## config.mk

```make
export PLATFORM = sky130hd
export DESIGN_NAME = sha256_message_digest_top_flat
export DESIGN_NICKNAME = d
export VERILOG_FILES = /design/src/hdl/sha256_pkg.sv /design/src/hdl/sha256_if.sv /design/src/hdl/sha256_ctrl.sv /design/src/hdl/sha256_dp.sv /design/src/hdl/sha256_message_digest_top.sv /design/src/flat_wrapper.sv
export SDC_FILE = /design/constraint.sdc
export NUM_CORES = 2
export LEC_CHECK = 0
export ABC_AREA = 1
export BUFFER_PORTS_ARGS = -buffer_cell sky130_fd_sc_hd__buf_2
export CORE_AREA = 4 4 294 512
export CTS_BUF_LIST = sky130_fd_sc_hd__clkbuf_2
export DETAILED_ROUTE_END_ITERATION = 7
export DIE_AREA = 0 0 298 516
export GPL_TIMING_DRIVEN = 0
export HOLD_SLACK_MARGIN = 0.1
export PLACE_DENSITY = 0.76
export SYNTH_ARGS = -nofsm -noshare
export SYNTH_HDL_FRONTEND = slang
export SYNTH_SLANG_ARGS = --single-unit
```

## constraint.sdc

```tcl
create_clock -name clk -period 12.8 [get_ports clk]
set_clock_uncertainty 0.1 [all_clocks]
set_input_delay 2.56 -clock clk [delete_from_list [all_inputs] [get_ports clk]]
set_output_delay 2.56 -clock clk [all_outputs]
set_load 0.05 [all_outputs]
```

## src/hdl/sha256_pkg.sv

```systemverilog
// sha-256 shared types, round constants and hash functions
// used by every module of the sha-256 message digest block
`default_nettype none
package sha256_pkg;

	localparam int WordW = 32;
	localparam int Rounds = 64;
	localparam int HashWords = 8;
	localparam int BlockWords = 16;

	typedef logic [WordW-1:0] word_t;

	typedef enum logic [3:0] {
		ST_IDLE, ST_P80, ST_PZ, ST_LEN, ST_INIT, ST_ROUND, ST_FINAL, ST_OUT
	} state_t;

	typedef enum logic [1:0] {RET_IDLE, RET_P80, RET_PZ, RET_OUT} ret_t;

	typedef enum logic [1:0] {SEL_DATA, SEL_80, SEL_ZERO} byte_sel_t;

	localparam logic [7:0] PadByte = 8'h80;

	typedef struct packed {
		logic      put;
		byte_sel_t sel;
		logic      count;
		logic      write_len;
		logic      comp_init;
		logic      round;
		logic      final_add;
		logic      out_step;
		logic      reload;
	} dp_cmd_t;

	typedef struct packed {
		logic fill_last;
		logic fill_56;
		logic round_last;
		logic out_last;
	} dp_stat_t;

	function automatic word_t init_hash(input logic [2:0] i);
		word_t r;
		unique case (i)
			3'd0: r = 32'h6a09e667;
			3'd1: r = 32'hbb67ae85;
			3'd2: r = 32'h3c6ef372;
			3'd3: r = 32'ha54ff53a;
			3'd4: r = 32'h510e527f;
			3'd5: r = 32'h9b05688c;
			3'd6: r = 32'h1f83d9ab;
			default: r = 32'h5be0cd19;
		endcase
		return r;
	endfunction

	function automatic word_t round_k(input logic [5:0] i);
		word_t r;
		unique case (i)
			6'd0: r = 32'h428a2f98;  6'd1: r = 32'h71374491;
			6'd2: r = 32'hb5c0fbcf;  6'd3: r = 32'he9b5dba5;
			6'd4: r = 32'h3956c25b;  6'd5: r = 32'h59f111f1;
			6'd6: r = 32'h923f82a4;  6'd7: r = 32'hab1c5ed5;
			6'd8: r = 32'hd807aa98;  6'd9: r = 32'h12835b01;
			6'd10: r = 32'h243185be; 6'd11: r = 32'h550c7dc3;
			6'd12: r = 32'h72be5d74; 6'd13: r = 32'h80deb1fe;
			6'd14: r = 32'h9bdc06a7; 6'd15: r = 32'hc19bf174;
			6'd16: r = 32'he49b69c1; 6'd17: r = 32'hefbe4786;
			6'd18: r = 32'h0fc19dc6; 6'd19: r = 32'h240ca1cc;
			6'd20: r = 32'h2de92c6f; 6'd21: r = 32'h4a7484aa;
			6'd22: r = 32'h5cb0a9dc; 6'd23: r = 32'h76f988da;
			6'd24: r = 32'h983e5152; 6'd25: r = 32'ha831c66d;
			6'd26: r = 32'hb00327c8; 6'd27: r = 32'hbf597fc7;
			6'd28: r = 32'hc6e00bf3; 6'd29: r = 32'hd5a79147;
			6'd30: r = 32'h06ca6351; 6'd31: r = 32'h14292967;
			6'd32: r = 32'h27b70a85; 6'd33: r = 32'h2e1b2138;
			6'd34: r = 32'h4d2c6dfc; 6'd35: r = 32'h53380d13;
			6'd36: r = 32'h650a7354; 6'd37: r = 32'h766a0abb;
			6'd38: r = 32'h81c2c92e; 6'd39: r = 32'h92722c85;
			6'd40: r = 32'ha2bfe8a1; 6'd41: r = 32'ha81a664b;
			6'd42: r = 32'hc24b8b70; 6'd43: r = 32'hc76c51a3;
			6'd44: r = 32'hd192e819; 6'd45: r = 32'hd6990624;
			6'd46: r = 32'hf40e3585; 6'd47: r = 32'h106aa070;
			6'd48: r = 32'h19a4c116; 6'd49: r = 32'h1e376c08;
			6'd50: r = 32'h2748774c; 6'd51: r = 32'h34b0bcb5;
			6'd52: r = 32'h391c0cb3; 6'd53: r = 32'h4ed8aa4a;
			6'd54: r = 32'h5b9cca4f; 6'd55: r = 32'h682e6ff3;
			6'd56: r = 32'h748f82ee; 6'd57: r = 32'h78a5636f;
			6'd58: r = 32'h84c87814; 6'd59: r = 32'h8cc70208;
			6'd60: r = 32'h90befffa; 6'd61: r = 32'ha4506ceb;
			6'd62: r = 32'hbef9a3f7; default: r = 32'hc67178f2;
		endcase
		return r;
	endfunction

	function automatic word_t ror(input word_t x, input int s);
		return (x >> s) | (x << (WordW - s));
	endfunction

	function automatic word_t bsig0(input word_t x);
		return ror(x, 2) ^ ror(x, 13) ^ ror(x, 22);
	endfunction

	function automatic word_t bsig1(input word_t x);
		return ror(x, 6) ^ ror(x, 11) ^ ror(x, 25);
	endfunction

	function automatic word_t ssig0(input word_t x);
		return ror(x, 7) ^ ror(x, 18) ^ (x >> 3);
	endfunction

	function automatic word_t ssig1(input word_t x);
		return ror(x, 17) ^ ror(x, 19) ^ (x >> 10);
	endfunction

endpackage
`default_nettype wire

```

## src/hdl/sha256_if.sv

```systemverilog
// valid/ready channel interfaces for message bytes and digest words
// depends on nothing
`default_nettype none
interface sha256_msg_if;
	logic       valid;
	logic       ready;
	logic [7:0] data_byte;
	logic       has_byte;
	logic       end_of_message;
	modport source(output valid, data_byte, has_byte, end_of_message, input ready);
	modport sink(input valid, data_byte, has_byte, end_of_message, output ready);
endinterface

interface sha256_dig_if;
	logic        valid;
	logic        ready;
	logic [31:0] digest_word;
	logic [2:0]  word_index;
	logic        last_word;
	modport source(output valid, digest_word, word_index, last_word, input ready);
	modport sink(input valid, digest_word, word_index, last_word, output ready);
endinterface
`default_nettype wire

```

## src/hdl/sha256_ctrl.sv

```systemverilog
// sha-256 sequencer: byte intake, padding, compression and word output
// depends on sha256_pkg
`default_nettype none
module sha256_ctrl
	import sha256_pkg::*;
(
	input  wire logic     clk,
	input  wire logic     arst_n,
	input  wire logic     msg_valid,
	input  wire logic     msg_has_byte,
	input  wire logic     msg_eom,
	output logic          msg_ready,
	output logic          dig_valid,
	input  wire logic     dig_ready,
	input  wire dp_stat_t stat,
	output dp_cmd_t       cmd
);

	state_t state_q, state_d;
	ret_t   ret_q, ret_d;

	always_ff @(posedge clk or negedge arst_n) begin
		if (!arst_n) begin
			state_q <= ST_IDLE;
			ret_q   <= RET_IDLE;
		end else begin
			state_q <= state_d;
			ret_q   <= ret_d;
		end
	end

	always_comb begin
		state_d   = state_q;
		ret_d     = ret_q;
		cmd       = '0;
		cmd.sel   = SEL_DATA;
		msg_ready = 1'b0;
		dig_valid = 1'b0;
		unique case (state_q)
			ST_IDLE: begin
				msg_ready = 1'b1;
				if (msg_valid) begin
					cmd.put   = msg_has_byte;
					cmd.count = msg_has_byte;
					if (msg_has_byte && stat.fill_last) begin
						state_d = ST_INIT;
						ret_d   = msg_eom ? RET_P80 : RET_IDLE;
					end else if (msg_eom) begin
						state_d = ST_P80;
					end
				end
			end
			ST_P80: begin
				cmd.put = 1'b1;
				cmd.sel = SEL_80;
				if (stat.fill_last) begin
					state_d = ST_INIT;
					ret_d   = RET_PZ;
				end else begin
					state_d = ST_PZ;
				end
			end
			ST_PZ: begin
				if (stat.fill_56) begin
					state_d = ST_LEN;
				end else begin
					cmd.put = 1'b1;
					cmd.sel = SEL_ZERO;
					if (stat.fill_last) begin
						state_d = ST_INIT;
						ret_d   = RET_PZ;
					end
				end
			end
			ST_LEN: begin
				cmd.write_len = 1'b1;
				state_d       = ST_INIT;
				ret_d         = RET_OUT;
			end
			ST_INIT: begin
				cmd.comp_init = 1'b1;
				state_d       = ST_ROUND;
			end
			ST_ROUND: begin
				cmd.round = 1'b1;
				if (stat.round_last) begin
					state_d = ST_FINAL;
				end
			end
			ST_FINAL: begin
				cmd.final_add = 1'b1;
				unique case (ret_q)
					RET_IDLE: state_d = ST_IDLE;
					RET_P80:  state_d = ST_P80;
					RET_PZ:   state_d = ST_PZ;
					RET_OUT:  state_d = ST_OUT;
					default:  state_d = ST_IDLE;
				endcase
			end
			ST_OUT: begin
				dig_valid = 1'b1;
				if (dig_ready) begin
					cmd.out_step = 1'b1;
					if (stat.out_last) begin
						cmd.reload = 1'b1;
						state_d    = ST_IDLE;
					end
				end
			end
			default: state_d = ST_IDLE;
		endcase
	end

endmodule
`default_nettype wire

```

## src/hdl/sha256_dp.sv

```systemverilog
// sha-256 datapath: block window, hash and working registers, length counter
// depends on sha256_pkg
`default_nettype none
module sha256_dp
	import sha256_pkg::*;
(
	input  wire logic       clk,
	input  wire logic       arst_n,
	input  wire dp_cmd_t    cmd,
	input  wire logic [7:0] data_byte,
	output dp_stat_t        stat,
	output word_t           digest_word,
	output logic [2:0]      word_index
);

	word_t       blk_q [BlockWords];
	word_t       hash_q [HashWords];
	word_t       v_q [HashWords];
	logic [5:0]  fill_q;
	logic [63:0] bits_q;
	logic [5:0]  rnd_q;
	logic [2:0]  widx_q;

	logic [7:0] byte_v;
	logic [3:0] widx;
	logic [4:0] sh;
	word_t      base, t1, t2, w16;

	always_comb begin
		unique case (cmd.sel)
			SEL_DATA: byte_v = data_byte;
			SEL_80:   byte_v = PadByte;
			default:  byte_v = 8'h00;
		endcase
		widx = fill_q[5:2];
		sh   = 5'd24 - {fill_q[1:0], 3'b000};
		// first byte of a word clears the rest of it
		base = (fill_q[1:0] == 2'b00) ? '0 : blk_q[widx];
		t1   = v_q[7] + bsig1(v_q[4]) + ((v_q[4] & v_q[5]) ^ (~v_q[4] & v_q[6]))
			+ round_k(rnd_q) + blk_q[0];
		t2   = bsig0(v_q[0]) + ((v_q[0] & v_q[1]) ^ (v_q[0] & v_q[2]) ^ (v_q[1] & v_q[2]));
		w16  = ssig1(blk_q[14]) + blk_q[9] + ssig0(blk_q[1]) + blk_q[0];
	end

	// block window shifts one word per round, word 0 is the current schedule word
	always_ff @(posedge clk) begin
		if (cmd.round) begin
			for (int i = 0; i < BlockWords - 1; i++) begin
				blk_q[i] <= blk_q[i+1];
			end
			blk_q[BlockWords-1] <= w16;
		end else if (cmd.write_len) begin
			blk_q[14] <= bits_q[63:32];
			blk_q[15] <= bits_q[31:0];
		end else if (cmd.put) begin
			blk_q[widx] <= base | (word_t'(byte_v) << sh);
		end
	end

	always_ff @(posedge clk) begin
		if (cmd.comp_init) begin
			for (int i = 0; i < HashWords; i++) begin
				v_q[i] <= hash_q[i];
			end
			rnd_q <= '0;
		end else if (cmd.round) begin
			v_q[0] <= t1 + t2;
			v_q[1] <= v_q[0];
			v_q[2] <= v_q[1];
			v_q[3] <= v_q[2];
			v_q[4] <= v_q[3] + t1;
			v_q[5] <= v_q[4];
			v_q[6] <= v_q[5];
			v_q[7] <= v_q[6];
			rnd_q  <= rnd_q + 6'd1;
		end
	end

	always_ff @(posedge clk or negedge arst_n) begin
		if (!arst_n) begin
			for (int i = 0; i < HashWords; i++) begin
				hash_q[i] <= init_hash(3'(i));
			end
			fill_q <= '0;
			bits_q <= '0;
			widx_q <= '0;
		end else begin
			if (cmd.final_add) begin
				for (int i = 0; i < HashWords; i++) begin
					hash_q[i] <= hash_q[i] + v_q[i];
				end
			end else if (cmd.reload) begin
				for (int i = 0; i < HashWords; i++) begin
					hash_q[i] <= init_hash(3'(i));
				end
			end
			if (cmd.write_len) begin
				fill_q <= '0;
			end else if (cmd.put) begin
				fill_q <= fill_q + 6'd1;
			end
			if (cmd.reload) begin
				bits_q <= '0;
			end else if (cmd.count) begin
				bits_q <= bits_q + 64'd8;
			end
			if (cmd.out_step) begin
				widx_q <= widx_q + 3'd1;
			end
		end
	end

	assign stat.fill_last  = (fill_q == 6'd63);
	assign stat.fill_56    = (fill_q == 6'd56);
	assign stat.round_last = (rnd_q == 6'(Rounds - 1));
	assign stat.out_last   = (widx_q == 3'd7);
	assign digest_word     = hash_q[widx_q];
	assign word_index      = widx_q;

endmodule
`default_nettype wire

```

## src/hdl/sha256_message_digest_top.sv

```systemverilog
// sha-256 message digest: one message byte per word in, eight digest words out
// one byte per cycle in idle; a full block stalls intake (load, 64 rounds, add)
// end of message: one pad byte per cycle outside compression, the length,
// one or two blocks, then 8 digest words, one per cycle while the sink takes them
// arst_n loads the initial hash and clears fill and bit count
`default_nettype none
module sha256_message_digest_top
	import sha256_pkg::*;
(
	input wire logic clk,
	input wire logic arst_n,
	sha256_msg_if.sink   msg,
	sha256_dig_if.source dig
);

	dp_cmd_t  cmd;
	dp_stat_t stat;

	sha256_ctrl u_ctrl (
		.clk          (clk),
		.arst_n       (arst_n),
		.msg_valid    (msg.valid),
		.msg_has_byte (msg.has_byte),
		.msg_eom      (msg.end_of_message),
		.msg_ready    (msg.ready),
		.dig_valid    (dig.valid),
		.dig_ready    (dig.ready),
		.stat         (stat),
		.cmd          (cmd)
	);

	sha256_dp u_dp (
		.clk         (clk),
		.arst_n      (arst_n),
		.cmd         (cmd),
		.data_byte   (msg.data_byte),
		.stat        (stat),
		.digest_word (dig.digest_word),
		.word_index  (dig.word_index)
	);

	assign dig.last_word = stat.out_last;

endmodule
`default_nettype wire
```

## src/flat_wrapper.sv

```systemverilog
// flat-port wrapper written by rule: the top's interface ports become plain ports
module sha256_message_digest_top_flat import sha256_pkg::*;
  (clk, arst_n, msg_valid, msg_data_byte, msg_has_byte, msg_end_of_message, msg_ready, dig_valid, dig_digest_word, dig_word_index, dig_last_word, dig_ready);
  sha256_msg_if msg_i ();
  sha256_dig_if dig_i ();
  input wire logic clk;
  input wire logic arst_n;
  input wire logic [$bits(msg_i.valid)-1:0] msg_valid;
  input wire logic [$bits(msg_i.data_byte)-1:0] msg_data_byte;
  input wire logic [$bits(msg_i.has_byte)-1:0] msg_has_byte;
  input wire logic [$bits(msg_i.end_of_message)-1:0] msg_end_of_message;
  output wire logic [$bits(msg_i.ready)-1:0] msg_ready;
  output wire logic [$bits(dig_i.valid)-1:0] dig_valid;
  output wire logic [$bits(dig_i.digest_word)-1:0] dig_digest_word;
  output wire logic [$bits(dig_i.word_index)-1:0] dig_word_index;
  output wire logic [$bits(dig_i.last_word)-1:0] dig_last_word;
  input wire logic [$bits(dig_i.ready)-1:0] dig_ready;
  assign msg_i.valid = msg_valid;
  assign msg_i.data_byte = msg_data_byte;
  assign msg_i.has_byte = msg_has_byte;
  assign msg_i.end_of_message = msg_end_of_message;
  assign msg_ready = msg_i.ready;
  assign dig_valid = dig_i.valid;
  assign dig_digest_word = dig_i.digest_word;
  assign dig_word_index = dig_i.word_index;
  assign dig_last_word = dig_i.last_word;
  assign dig_i.ready = dig_ready;
  sha256_message_digest_top u_core (.clk(clk), .arst_n(arst_n), .msg(msg_i), .dig(dig_i));
endmodule
```

==> flow_metrics.env, run 1 <==
export IMPL_synth_top_area_cell="edfxtp_1"
export IMPL_place_congestion=1.31
export IMPL_synth_edf_count=768
export IMPL_syn_num_nets=12200
export IMPL_yosysMostFrequentCell="nand2_1"
export IMPL_tool_error="[ERROR GRT-0116] Global routing finished with congestion. Check the congestion regions in the DRC Viewer."
export IMPL_cts_buffers=287
export IMPL_status="did not finish"
export IMPL_die_h_um=516
export IMPL_grt_overflow=4108
export IMPL_clockRootBuffer="clkbuf_2"
export IMPL_dp_hpwl_mm=394
export IMPL_pre_cts_slack_ns=4.87
export IMPL_cts_hold_buf=0
export IMPL_async_flop_share_pct=29.1
export IMPL_boundaryPins=52
export IMPL_syn_area_um2=87400
export IMPL_syn_inst=11600
export IMPL_yosysSeqAreaShare_pct=36.9
export IMPL_die_w_um=298
export IMPL_lastStage="global routing (5_1_grt)"
export IMPL_placed_cell_area_um2=90300
export IMPL_ctsResizeCount=0
export IMPL_synthTopCellsByArea="edfxtp_1, nand2_1, o21ai_0, inv_1, ha_1"
export IMPL_cts_htree_levels=5
export IMPL_avgSynthCellArea_um2=7.54
export IMPL_synth_top_area_share_pct=26.4
export IMPL_clkSinkCount=1137
export IMPL_synth_common_cells="nand2_1, inv_1, o21ai_0"
export IMPL_cts_path_max_buffers=4
export IMPL_start_util_pct=59.6
export IMPL_ys_ff_latch=1137
export IMPL_num_rows=186
export IMPL_yosysUniqueCellTypes=66
export IMPL_grt_util_all_layers_pct=80.7
export IMPL_first_global_vias=110000
export IMPL_io_buffer_count=51
export IMPL_yosysWarnings=0
export IMPL_postCtsSetupBuffers=0
export IMPL_grt_start_max_net_pins=109
export IMPL_grt_pass1_wl_mm=930
export IMPL_synth_main_ff_cell="edfxtp_1"
-- cell families after synthesis --
| family | Yosys count | share of synthesized area (%) |
|---|---|---|
| AO/OA/AOI/OAI | 2595 | 17.0 |
| XOR/XNOR | 412 | 4.13 |
| adder cells (fa/ha/maj) | 590 | 10.1 |
| buffers and inverters | 1973 | 8.84 |
| flip-flops | 1137 | 36.9 |
| multiplexers | 12 | 0.137 |
| AND/OR/NAND/NOR | 4878 | 22.8 |
-- stage by stage --
step / util (%) / std cells / hold WS [ns]
global placement: 61.4 / 13500 / 0.376
CTS: 63.5 / 14100 / 0.359
detailed placement: 61.6 / 13500 / 0.393
floorplan: - / 11600 / 0.355
-- layer usage --
layer	overflow	GRT usage (%)
met5	13	26.3
met4	1092	88.6
met3	37	61.0
met2	2944	103
met1	22	75.6
==> inputs of run 2 (changes only) <==
Settings changed: CORE_AREA 4 4 294 512 to 4 4 473 475, CTS_BUF_LIST sky130_fd_sc_hd__clkbuf_2 to not set, DIE_AREA 0 0 298 516 to 0 0 477 479, HOLD_SLACK_MARGIN 0.1 to not set, PLACE_DENSITY 0.76 to not set, PLACE_DENSITY_LB_ADDON set to 0.15.
==> run 2 against run 1 <==
  * The flow now finishes without violations
  * Synthesized area unchanged
  * Synthesized cell count unchanged
==> flow_metrics.env, run 2 <==
export IMPL_arrival_ns=8.78
export IMPL_postRouteAntennaNets=0
export IMPL_maxCapViolCount=0
export IMPL_worstSetupPathType="reg -> reg"
export IMPL_ys_ff_latch=1137
export IMPL_avgSynthCellArea_um2=7.54
export IMPL_clk_insertion_delay_late_ns=0.86
export IMPL_boundaryPins=52
export IMPL_worstHoldPathType="reg -> reg"
export IMPL_tritoncts="built"
export IMPL_critPathMaxStageDelay_ns=0.71
export IMPL_async_flop_share_pct=29.1
export IMPL_first_global_vias=84000
export IMPL_grt_util_all_layers_pct=41.3
export IMPL_syn_area_um2=87400
export IMPL_synth_compound_area_share_pct=17.0
export IMPL_die_w_um=477
export IMPL_tightest_slew_ns=1.45
export IMPL_drtIter0Drc=12500
export IMPL_timing_slew_headroom_pct=3.33
export IMPL_die_h_um=479
export IMPL_synth_top_family_by_area="simple AND/OR/NAND/NOR gates"
export IMPL_layout_commonest_cell="nand2_1"
export IMPL_yosysSeqAreaShare_pct=36.9
export IMPL_wl_mm=489
export IMPL_place_congestion=1.07
export IMPL_synth_edf_count=768
export IMPL_yosysMostFrequentCell="nand2_1"
export IMPL_grt_overflow=0
export IMPL_via_per_inst=6.09
export IMPL_cts_hold_buf=0
export IMPL_cp_end_kind="register"
export IMPL_synth_top_area_cell="edfxtp_1"
export IMPL_tns_ns=0
export IMPL_yosysWarnings=0
export IMPL_clockRootBuffer="clkbuf_16"
export IMPL_hold_slack_ns=0.412
export IMPL_dp_cells=14500
export IMPL_synthTopCellsByArea="edfxtp_1, nand2_1, o21ai_0, inv_1, ha_1"
export IMPL_synthToLayoutAreaGrowth_pct=10.7
export IMPL_vias=90300
export IMPL_required_ns=13.28
export IMPL_grt_start_max_net_pins=106
export IMPL_num_fill_cells=22700
export IMPL_finalMaxSlewViolations=0
export IMPL_drive_above_1_share_pct=6.85
export IMPL_fin_crit_ns=8.30
export IMPL_design_core_area_um2=219000
export IMPL_synth_adder_area_share_pct=10.1
export IMPL_final_hold_viol_count=0
export IMPL_largest_reg_flops=512
export IMPL_placed_cell_area_um2=91800
export IMPL_regMostFlops="u_core.u_dp.blk_q"
export IMPL_largestRegisters="u_core.u_dp.blk_q (512), u_core.u_dp.hash_q (256), u_core.u_dp.v_q (256)"
export IMPL_synth_xor_area_share_pct=4.13
export IMPL_syn_num_nets=12200
export IMPL_drcViolationCount=0
export IMPL_cts_htree_levels=4
export IMPL_rsz0062_at_grt="no"
export IMPL_yosysUniqueCellTypes=66
export IMPL_grt_pass1_wl_mm=663
export IMPL_fin_nets=12400
export IMPL_ctsResizeCount=0
export IMPL_cts_path_max_buffers=3
export IMPL_postCtsSetupBuffers=0
export IMPL_clkSinkCount=1137
export IMPL_antenna_found_initial=38
export IMPL_wire_per_inst_um=33.0
export IMPL_path_max_fanout=5
export IMPL_path_clk_slew_ns=0.06
export IMPL_synth_main_ff_cell="edfxtp_1"
export IMPL_io_buffer_count=51
export IMPL_cts_buffers=146
export IMPL_start_util_pct=39.9
export IMPL_cpMaxStageDelayCell="clkbuf_1"
export IMPL_fin_crit_sh_pct=64.8
export IMPL_num_rows=172
export IMPL_synth_simple_area_share_pct=22.8
export IMPL_final_cell_mix="nand2_1, inv_1, o21ai_0, edfxtp_1, nor2_1"
export IMPL_status="finished, final reports clean"
export IMPL_synth_top_area_share_pct=26.4
export IMPL_setup_viol_count_final=0
export IMPL_fin_cells=14800
export IMPL_syn_inst=11600
export IMPL_synth_common_cells="nand2_1, inv_1, o21ai_0"
export IMPL_post_route_cell_area_um2=96700
export IMPL_first_pass_iters=8
export IMPL_die_area_um2=228000
export IMPL_clock_fmax_mhz=121
export IMPL_critPathLaunchType="register"
export IMPL_synthMuxAreaShare_pct=0.137
export IMPL_dp_hpwl_mm=395
[run 2: path summary, 6_finish.rpt]
check / start / end / slack (ns) / depth (start not counted)
max: u_core.u_dp.v_q[1][23] / u_core.u_dp.v_q[0][25] / 4.50 / 29
min: u_core.u_dp.bits_q[41] / u_core.u_dp.bits_q[41] / 0.41 / 1
max reg2reg: u_core.u_dp.v_q[1][23] / u_core.u_dp.v_q[0][25] / 4.50 / 29
min reg2reg: u_core.u_dp.bits_q[41] / u_core.u_dp.bits_q[41] / 0.41 / 1
max in group asynchronous: arst_n / u_core.u_dp.bits_q[5] / 9.14 / 4
min in group asynchronous: arst_n / u_core.u_dp.hash_q[76] / 1.52 / 1
[run 2: final cells by class]
type | count | area (µm²) | share of cell area (%)
Multi-Input combinational cell | 8487 | 47400 | 49.1
Sequential cell | 1137 | 32300 | 33.4
Inverter | 1452 | 5450 | 5.64
Clock buffer | 187 | 3920 | 4.05
Tap cell | 2871 | 3590 | 3.71
Buffer | 521 | 2300 | 2.38
Clock inverter | 81 | 968 | 1.00
Timing Repair Buffer | 70 | 703 | 0.727
Antenna cell | 26 | 65.1 | 0.0673
[run 2: cells by family after synthesis]
family	count (synthesis)
compound gates	2595
simple gates	4878
xor+xnor	412
buf+inv	1973
fa+ha+maj	590
flops	1137
mux	12
[run 2: routing by layer]
metal	global-route usage, %	routed length, µm	vias up
li1	-	-	39200
met1	51.7	187000	43900
met2	63.3	212000	5856
met3	8.75	47200	1359
met4	29.9	43000	14
met5	0	80	-
[run 2: through the flow]
stage	util (%)	setup slack, ns
finish	44.1	4.50
floorplan	-	6.67
detailed placement	41.8	4.81
global route	44.1	4.45
global placement	41.6	0.860
CTS	44.1	4.77
[run 2: worst max-delay path: cells and delay by family, from the launching register on]
family,cells,cell delay [ns]
flip-flops,1,0.43
adder cells (fa/ha/maj),6,2.72
AND/OR/NAND/NOR,12,1.93
buffers and inverters,7,1.14
AO/OA/AOI/OAI,1,0.41
XOR/XNOR,3,1.27
Power of run 2 is not shown: default switching activity piles up to over one toggle a cycle in this logic, so the estimate is an artifact.
